File: config.mk
export PLATFORM = sky130hd
export DESIGN_NAME = clipped_color_key_sprite_blit_top
export DESIGN_NICKNAME = d
export VERILOG_FILES = /design/src/hdl/ccksb_pkg.sv /design/src/hdl/ccksb_cfg.sv /design/src/hdl/ccksb_cnt.sv /design/src/hdl/ccksb_clip.sv /design/src/hdl/ccksb_addr.sv /design/src/hdl/clipped_color_key_sprite_blit_top.sv
export SDC_FILE = /design/constraint.sdc
export NUM_CORES = 1
export LEC_CHECK = 0
export BUFFER_PORTS_ARGS = -buffer_cell sky130_fd_sc_hd__buf_2
export CORE_ASPECT_RATIO = 1.25
export CORE_MARGIN = 2
export CORE_UTILIZATION = 40
export DETAILED_ROUTE_END_ITERATION = 6
export PLACE_DENSITY = 0.56
export SKIP_LAST_GASP = 1
export SLEW_MARGIN = 20
export SYNTH_ARGS = -nofsm -noshare
export SYNTH_HDL_FRONTEND = slang
export SYNTH_SLANG_ARGS = --single-unit
File: constraint.sdc
create_clock -name clk -period 7.7 [get_ports clk]
set_input_delay 1.54 -clock clk [delete_from_list [all_inputs] [get_ports clk]]
set_output_delay 1.54 -clock clk [all_outputs]
set_load 0.01 [all_outputs]
File: src/hdl/ccksb_pkg.sv
// ----------------------------------------------------------------------------
// ccksb_pkg
// Shared types, constants and register codes of the sprite blitter with
// clipping and colour key.
// ----------------------------------------------------------------------------
package ccksb_pkg;

  // Screen geometry.
  localparam int SCREEN_WIDTH    = 1024;
  localparam int SCREEN_HEIGHT   = 768;
  localparam int BYTES_PER_PIXEL = 3;

  // Field widths fixed by the interface.
  localparam int COLOR_W = 24;
  localparam int ADDR_W  = 32;
  localparam int CNT_W   = 10;
  localparam int SIZE_W  = 11;
  localparam int CIDX_W  = 3;
  localparam int CDATA_W = 32;

  // Signed screen position: must hold the sprite offset plus a counter
  // and also the largest screen dimension.
  localparam int POS_MAX = (SCREEN_WIDTH > SCREEN_HEIGHT) ?
                           ((SCREEN_WIDTH > 2048) ? SCREEN_WIDTH : 2048) :
                           ((SCREEN_HEIGHT > 2048) ? SCREEN_HEIGHT : 2048);
  localparam int POS_W   = $clog2(POS_MAX) + 1;

  // Linear pixel index inside the screen.
  localparam int IDX_W = $clog2(SCREEN_WIDTH * SCREEN_HEIGHT);

  // Transparent key, bytes 0x80, 0x00, 0xff from low to high.
  localparam logic [7:0] KEY_BYTE0 = 8'h80;
  localparam logic [7:0] KEY_BYTE1 = 8'h00;
  localparam logic [7:0] KEY_BYTE2 = 8'hff;
  localparam logic [COLOR_W-1:0] KEY_COLOR = {KEY_BYTE2, KEY_BYTE1, KEY_BYTE0};

  // Largest counter value; also the wrap point for out-of-range sizes.
  localparam logic [CNT_W-1:0] CNT_LAST = {CNT_W{1'b1}};
  localparam logic [SIZE_W-1:0] SIZE_MAX = SIZE_W'(1024);

  // Configuration register indexes.
  typedef enum logic [CIDX_W-1:0] {
    REG_SPRITE_X      = 3'd0,
    REG_SPRITE_Y      = 3'd1,
    REG_SPRITE_WIDTH  = 3'd2,
    REG_SPRITE_HEIGHT = 3'd3,
    REG_FRAME_BASE    = 3'd4
  } reg_index_t;

  // Configuration register file contents.
  typedef struct packed {
    logic signed [SIZE_W-1:0] sprite_x;
    logic signed [SIZE_W-1:0] sprite_y;
    logic [SIZE_W-1:0]        sprite_width;
    logic [SIZE_W-1:0]        sprite_height;
    logic [ADDR_W-1:0]        frame_base;
  } cfg_t;

  // Sprite position of the pixel about to be accepted.
  typedef struct packed {
    logic [CNT_W-1:0] col;
    logic [CNT_W-1:0] row;
  } pos_t;

  // Visible pixel handed from the clipping stage to the address stage.
  typedef struct packed {
    logic               valid;
    logic [COLOR_W-1:0] color;
    logic [IDX_W-1:0]   idx;
  } stage_t;

  // Last counter value before wrapping for a given sprite size.
  function automatic logic [CNT_W-1:0] last_index(input logic [SIZE_W-1:0] size);
    logic [SIZE_W-1:0] dec;
    dec = size - SIZE_W'(1);
    if (size != '0 && size <= SIZE_MAX) begin
      last_index = dec[CNT_W-1:0];
    end else begin
      last_index = CNT_LAST;
    end
  endfunction

endpackage

File: src/hdl/ccksb_cfg.sv
// ----------------------------------------------------------------------------
// ccksb_cfg
// Configuration register file; writes to indexes past the list are dropped.
// ----------------------------------------------------------------------------
module ccksb_cfg import ccksb_pkg::*; (
  input  logic               clk,
  input  logic               rst,
  input  logic               cfg_valid,
  output logic               cfg_ready,
  input  logic [CIDX_W-1:0]  cfg_index,
  input  logic [CDATA_W-1:0] cfg_data,
  output cfg_t               cfg
);

  // The register file can always take a write.
  assign cfg_ready = 1'b1;

  // Register writes, one per beat.
  always_ff @(posedge clk) begin
    if (rst) begin
      cfg.sprite_x      <= '0;
      cfg.sprite_y      <= '0;
      cfg.sprite_width  <= SIZE_W'(1);
      cfg.sprite_height <= SIZE_W'(1);
      cfg.frame_base    <= '0;
    end else if (cfg_valid) begin
      case (cfg_index)
        REG_SPRITE_X:      cfg.sprite_x      <= $signed(cfg_data[SIZE_W-1:0]);
        REG_SPRITE_Y:      cfg.sprite_y      <= $signed(cfg_data[SIZE_W-1:0]);
        REG_SPRITE_WIDTH:  cfg.sprite_width  <= cfg_data[SIZE_W-1:0];
        REG_SPRITE_HEIGHT: cfg.sprite_height <= cfg_data[SIZE_W-1:0];
        REG_FRAME_BASE:    cfg.frame_base    <= cfg_data[ADDR_W-1:0];
        default: ;
      endcase
    end
  end

endmodule

File: src/hdl/ccksb_cnt.sv
// ----------------------------------------------------------------------------
// ccksb_cnt
// Column and row counters that walk the sprite in raster order.
// ----------------------------------------------------------------------------
module ccksb_cnt import ccksb_pkg::*; (
  input  logic clk,
  input  logic rst,
  input  logic advance,
  input  cfg_t cfg,
  output pos_t pos
);

  logic [CNT_W-1:0] last_col;
  logic [CNT_W-1:0] last_row;
  pos_t             pos_next;

  assign last_col = last_index(cfg.sprite_width);
  assign last_row = last_index(cfg.sprite_height);

  // Step to the next pixel, wrapping at the end of each row and of the sprite.
  always_comb begin
    pos_next = pos;
    if (pos.col == last_col) begin
      pos_next.col = '0;
      if (pos.row == last_row) begin
        pos_next.row = '0;
      end else begin
        pos_next.row = pos.row + CNT_W'(1);
      end
    end else begin
      pos_next.col = pos.col + CNT_W'(1);
    end
  end

  always_ff @(posedge clk) begin
    if (rst) begin
      pos <= '0;
    end else if (advance) begin
      pos <= pos_next;
    end
  end

endmodule

File: src/hdl/ccksb_clip.sv
// ----------------------------------------------------------------------------
// ccksb_clip
// Input register, screen clipping, colour-key test and pixel index.
// ----------------------------------------------------------------------------
module ccksb_clip import ccksb_pkg::*; (
  input  logic               clk,
  input  logic               rst,
  input  logic               in_valid,
  output logic               in_ready,
  input  logic [COLOR_W-1:0] pixel_color,
  input  pos_t               pos,
  input  cfg_t               cfg,
  input  logic               down_ready,
  output stage_t             stage
);

  // Input register.
  logic               a_valid;
  logic [COLOR_W-1:0] a_color;
  pos_t               a_pos;

  logic               a_move;
  logic               b_move;
  logic signed [POS_W-1:0] sx;
  logic signed [POS_W-1:0] sy;
  logic               on_screen;
  logic               hit;
  logic [IDX_W-1:0]   idx;

  // Stage hand-off: each register moves when the one after it can.
  assign b_move   = !stage.valid || down_ready;
  assign a_move   = !a_valid || b_move;
  assign in_ready = a_move;

  always_ff @(posedge clk) begin
    if (rst) begin
      a_valid <= 1'b0;
    end else if (a_move) begin
      a_valid <= in_valid;
    end
  end

  always_ff @(posedge clk) begin
    if (in_valid && a_move) begin
      a_color <= pixel_color;
      a_pos   <= pos;
    end
  end

  // Screen position and clipping against the screen rectangle.
  assign sx = POS_W'(cfg.sprite_x) + $signed({1'b0, (POS_W-1)'(a_pos.col)});
  assign sy = POS_W'(cfg.sprite_y) + $signed({1'b0, (POS_W-1)'(a_pos.row)});

  assign on_screen = !sx[POS_W-1] && ($unsigned(sx) < POS_W'(SCREEN_WIDTH)) &&
                     !sy[POS_W-1] && ($unsigned(sy) < POS_W'(SCREEN_HEIGHT));
  assign hit = on_screen && (a_color != KEY_COLOR);

  // Linear pixel index; only meaningful for a visible pixel.
  assign idx = IDX_W'(IDX_W'($unsigned(sy)) * IDX_W'(SCREEN_WIDTH)) +
               IDX_W'($unsigned(sx));

  // Clipped or keyed pixels are dropped here; the payload follows any beat
  // that moves on.
  always_ff @(posedge clk) begin
    if (rst) begin
      stage.valid <= 1'b0;
    end else if (b_move) begin
      stage.valid <= a_valid && hit;
    end
    if (b_move && a_valid) begin
      stage.color <= a_color;
      stage.idx   <= idx;
    end
  end

endmodule

File: src/hdl/ccksb_addr.sv
// ----------------------------------------------------------------------------
// ccksb_addr
// Byte address forming and the output register.
// ----------------------------------------------------------------------------
module ccksb_addr import ccksb_pkg::*; (
  input  logic               clk,
  input  logic               rst,
  input  stage_t             stage,
  input  cfg_t               cfg,
  output logic               up_ready,
  output logic               out_valid,
  input  logic               out_stall,
  output logic [ADDR_W-1:0]  fb_address,
  output logic [COLOR_W-1:0] write_color
);

  logic [ADDR_W-1:0] addr;

  // The output register takes a beat when empty or when its beat leaves.
  assign up_ready = !out_valid || !out_stall;

  // Base plus pixel index times bytes per pixel, modulo 2^32.
  assign addr = cfg.frame_base + ADDR_W'(ADDR_W'(stage.idx) * ADDR_W'(BYTES_PER_PIXEL));

  always_ff @(posedge clk) begin
    if (rst) begin
      out_valid <= 1'b0;
    end else if (up_ready) begin
      out_valid <= stage.valid;
    end
  end

  always_ff @(posedge clk) begin
    if (up_ready && stage.valid) begin
      fb_address  <= addr;
      write_color <= stage.color;
    end
  end

endmodule

File: src/hdl/clipped_color_key_sprite_blit_top.sv
// ----------------------------------------------------------------------------
// clipped_color_key_sprite_blit_top
// Sprite blitter with screen clipping and a transparent colour key.
// ----------------------------------------------------------------------------
// Usage:
// Sprite pixels enter on the input channel (in_valid, in_stall, pixel_color)
// in raster order, one beat per pixel; the block counts column and row
// itself and wraps to the top left after the last pixel of the sprite.
// Each visible, non-transparent pixel leaves on the output channel
// (out_valid, out_stall, fb_address, write_color); clipped pixels and the
// key colour produce no output beat but still advance the counters.
// Registers are written through cfg_valid/cfg_ready/cfg_index/cfg_data;
// the user must write them only while no pixel is in flight, which the
// block itself does not enforce; cfg_ready is always high. Throughput is
// one pixel per cycle while the receiver does not stall. An accepted input
// beat passes the input register, the clipping and index stage and the
// output register in that order.
// When the receiver stalls, the three registers fill and then in_stall
// rises; no beat is lost. Reset empties the pipeline, clears the counters
// and sets position 0,0, size 1x1 and frame base 0.
// ----------------------------------------------------------------------------
module clipped_color_key_sprite_blit_top import ccksb_pkg::*; (
  input  logic               clk,
  input  logic               rst,
  input  logic               in_valid,
  output logic               in_stall,
  input  logic [COLOR_W-1:0] pixel_color,
  output logic               out_valid,
  input  logic               out_stall,
  output logic [ADDR_W-1:0]  fb_address,
  output logic [COLOR_W-1:0] write_color,
  input  logic               cfg_valid,
  output logic               cfg_ready,
  input  logic [CIDX_W-1:0]  cfg_index,
  input  logic [CDATA_W-1:0] cfg_data
);

  cfg_t   cfg;
  pos_t   pos;
  stage_t stage;
  logic   in_ready;
  logic   down_ready;
  logic   in_take;

  assign in_stall = !in_ready;
  assign in_take  = in_valid && in_ready;

  // Register file.
  ccksb_cfg u_cfg (
    .clk       (clk),
    .rst       (rst),
    .cfg_valid (cfg_valid),
    .cfg_ready (cfg_ready),
    .cfg_index (cfg_index),
    .cfg_data  (cfg_data),
    .cfg       (cfg)
  );

  // Raster counters, stepping on every accepted pixel.
  ccksb_cnt u_cnt (
    .clk     (clk),
    .rst     (rst),
    .advance (in_take),
    .cfg     (cfg),
    .pos     (pos)
  );

  // Input register and clipping stage.
  ccksb_clip u_clip (
    .clk         (clk),
    .rst         (rst),
    .in_valid    (in_valid),
    .in_ready    (in_ready),
    .pixel_color (pixel_color),
    .pos         (pos),
    .cfg         (cfg),
    .down_ready  (down_ready),
    .stage       (stage)
  );

  // Address stage and output register.
  ccksb_addr u_addr (
    .clk         (clk),
    .rst         (rst),
    .stage       (stage),
    .cfg         (cfg),
    .up_ready    (down_ready),
    .out_valid   (out_valid),
    .out_stall   (out_stall),
    .fb_address  (fb_address),
    .write_color (write_color)
  );

  // A full, stalled pipeline must hold the input off.
  a_full_stall : assert property (@(posedge clk) disable iff (rst)
    (out_valid && out_stall && stage.valid && u_clip.a_valid) |-> in_stall)
    else $error("pipeline full and stalled but input not held off");

  // The column counter wraps after the last column of the sprite.
  a_col_wrap : assert property (@(posedge clk) disable iff (rst)
    (in_take && pos.col == last_index(cfg.sprite_width)) |=> (pos.col == '0))
    else $error("column counter did not wrap at the sprite edge");

  // An output beat only appears from a visible pixel in the index stage.
  a_out_source : assert property (@(posedge clk) disable iff (rst)
    ($rose(out_valid)) |-> $past(stage.valid))
    else $error("output beat without a visible pixel behind it");

endmodule
==> impl_metrics.json <==
{
  "cts-htree-levels": 1,
  "antenna_found_initial": 0,
  "fin_crit_ns": 4.15,
  "grt_pass1_wl_um": 40800,
  "hold_buffers": 0,
  "syn_area_sq_um": 11800,
  "arrival_ns": 4.44,
  "setup.worst_path.start": "u_clip.a_pos[10]",
  "report.final.slew_viol_count": 0,
  "reg2reg_from": "u_clip.a_pos[10]",
  "setup_viol": 0,
  "ir_worst_vdd_uv": 104,
  "clockBufferDepth": 3,
  "globalplace.congestion": 0.866,
  "synthArstFlopShare_pct": 0,
  "yosysSeqAreaShare_pct": 53.6,
  "finClkSkew_ns": 0.0198,
  "synth_nets": 1223,
  "critPathLaunchType": "register",
  "syn_to_final_growth_pct": 15.4,
  "synth_edf_count": 144,
  "first_global_vias": 7923,
  "rsz0062_at_grt": "no",
  "hold_violations": 0,
  "max_freq_mhz": 241,
  "fin_crit_sh_pct": 53.9,
  "post_cts_buffers": 0,
  "die_width_um": 157,
  "path_cells": "ha_1 -> fa_1 -> a21o_1 -> a21oi_1 -> o21ai_0 -> o41ai_1 -> nand2b_1 -> nand2b_1 -> a21oi_1 -> xnor2_1 -> ha_1 -> a21oi_1 -> nor2b_1 -> nor4b_1 -> nand3_1 -> xnor2_1",
  "post_dp_cell_area_sq_um": 12700,
  "vias_per_cell": 5.05,
  "leakage_nw": 5.19,
  "yosysMostFrequentCell": "nand2_1",
  "avgSynthCellArea_sq_um": 10.8,
  "end_kind": "register",
  "drt_wl_total_um": 25500,
  "grt_max_degree": 72,
  "synth_area_leader_cell": "edfxtp_1",
  "grtUsageTotal_pct": 16.4,
  "drt_iter0_drc": 333,
  "power_density_nw_per_um2": 224,
  "synth_warnings": 0,
  "num_io_pins": 123,
  "clk_pin_slew_worst_paths_ns": 0.06,
  "postCtsResizedCells": 0,
  "hp-class": "reg2reg",
  "hp-start": "u_clip.stage[30]",
  "cpMaxStageDelayCell": "nor4b_1",
  "cts_buffers": 26,
  "diodes": 0,
  "vias": 8152,
  "drive_above_1_share_pct": 16.0,
  "fp.dieArea_sq_um": 30800,
  "postLayoutCellArea_sq_um": 13600,
  "ys_ff_latch": 243,
  "worst_path_most_repeated_cell": "a21oi_1",
  "layout.nets": 1335,
  "slowest_delay_ns": 0.46,
  "yosysTopAreaCellShare_pct": 36.7,
  "clock-root-buffer": "clkbuf_16",
  "synthTopCellsByCount": "178 x nand2_1, 144 x edfxtp_1, 110 x a21oi_1",
  "status": "completed",
  "critPathRequiredTime_ns": 7.99,
  "clock_latency_ns": 0.54,
  "dp_hpwl_um": 18400,
  "worst_slew_pin_slew_ns": 0.846,
  "synth_ff_type": "edfxtp_1",
  "numPortBuffers": 121,
  "dr.pass1.iters": 5,
  "cap_violations": 0,
  "crit_path_max_fanout": 3,
  "synth_cell_types": 74,
  "post_drt_wl_per_cell_um": 15.8,
  "rrSetupSlack_ns": 3.55,
  "grt-ovfl-total": 0,
  "drc": 0,
  "core-area_sq_um": 29100,
  "cts_sinks": 243,
  "die_h_um": 196,
  "ant_nets": 0,
  "maxSlewHeadroom_pct": 42.2,
  "setup.worst_path.class": "reg2reg",
  "synthCells": 1087,
  "setup_tns_ns": 0,
  "synth_area_leaders": "edfxtp_1 37%, dfxtp_1 17%, nand2_1 5.7%, ha_1 5.2%, a21oi_1 4.7%",
  "cts_tree": "built",
  "start_util_pct": 40.5,
  "rows": 70
}
==> where the power goes <==
part | total (mW) | leakage, nW | switching, mW | internal, mW
clock | 1.22 | 0.402 | 0.512 | 0.710
combinational | 0.341 | 2.61 | 0.200 | 0.141
sequential | 1.48 | 2.18 | 0.0358 | 1.45
==> cells in the final DEF (no fill, tap or decap), types with 9 or more instances in the layout <==
cell,count
ha_1,49
and3_1,13
nand3_1,35
nand4_1,12
clkbuf_16,26
nand2b_1,9
fa_1,23
buf_2,120
xnor2_1,45
a21oi_1,110
dfxtp_1,99
o21ai_0,22
a21o_1,14
or3_1,10
inv_1,41
nor3_1,19
edfxtp_1,144
nand2_1,178
nor2_1,40
xor2_1,28
==> flip-flops by register name (all words and copies together), names as in the netlist <==
name,count
u_clip.a_pos,20
u_addr.out_valid,1
u_clip.a_valid,1
u_clip.stage,45
u_addr.fb_address,32
u_clip.a_color,24
u_cnt.pos,20
u_addr.write_color,24
u_cfg.cfg,76
==> logic make-up (layout without fill, tap and decap cells) <==
kind of cell	count (synthesis)	count (layout)	share of synthesized area, %
AOI/OAI and AO/OA	234	234	13.3
xor gates and xnor gates	73	73	5.43
adders and majority gates	72	72	9.12
buffers and inverters	85	215	2.92
DFF	243	243	53.6
other	1	1	0.0319
and+or+nand+nor	379	379	15.6
==> per-stage QoR <==
stage               utilization (%)  power [mW]  setup WS [ns]  std cells  hold WS, ns
finish                         46.7        3.04           3.55       1613        0.416
global route                   46.7        3.17           3.12       1613        0.419
CTS                            46.7        3.08           3.52       1613        0.419
detailed placement             43.8        1.85           3.53       1567        0.405
global placement               43.8        1.85           3.59       1567        0.401
floorplan                         -        1.75           1.51       1087        0.400
==> cell type report <==
type,count,area (sq um)
Multi-Input combinational cell,759,5130
Tap cell,396,495
Inverter,42,158
Clock buffer,33,697
Clock inverter,13,143
Sequential cell,243,6310
Fill cell,2832,15500
Timing Repair Buffer,127,653
==> final timing paths <==
kind,to,cells after the start
worst max-delay path,u_clip.stage[19],16
worst min-delay path,u_addr.write_color[10],0
worst max register to register,u_clip.stage[19],16
worst min register to register,u_addr.write_color[10],0
==> routing by layer <==
metal	global-route usage, %	up-vias	part of all wire (%)
met5	0	-	0
met4	4.41	0	2.0
met3	1.90	31	3.4
met2	30.0	126	51
met1	20.4	3849	43
li1	-	4146	-
==> worst max-delay path: cells and delay by family (launching register included) <==
kind / cells / cell delay [ns]
flops: 1 / 0.37
fa+ha+maj: 3 / 0.83
xor+xnor: 2 / 0.30
simple gates: 5 / 1.13
compound gates: 6 / 1.29
No activity file was read; power rests on OpenSTA's default activity.
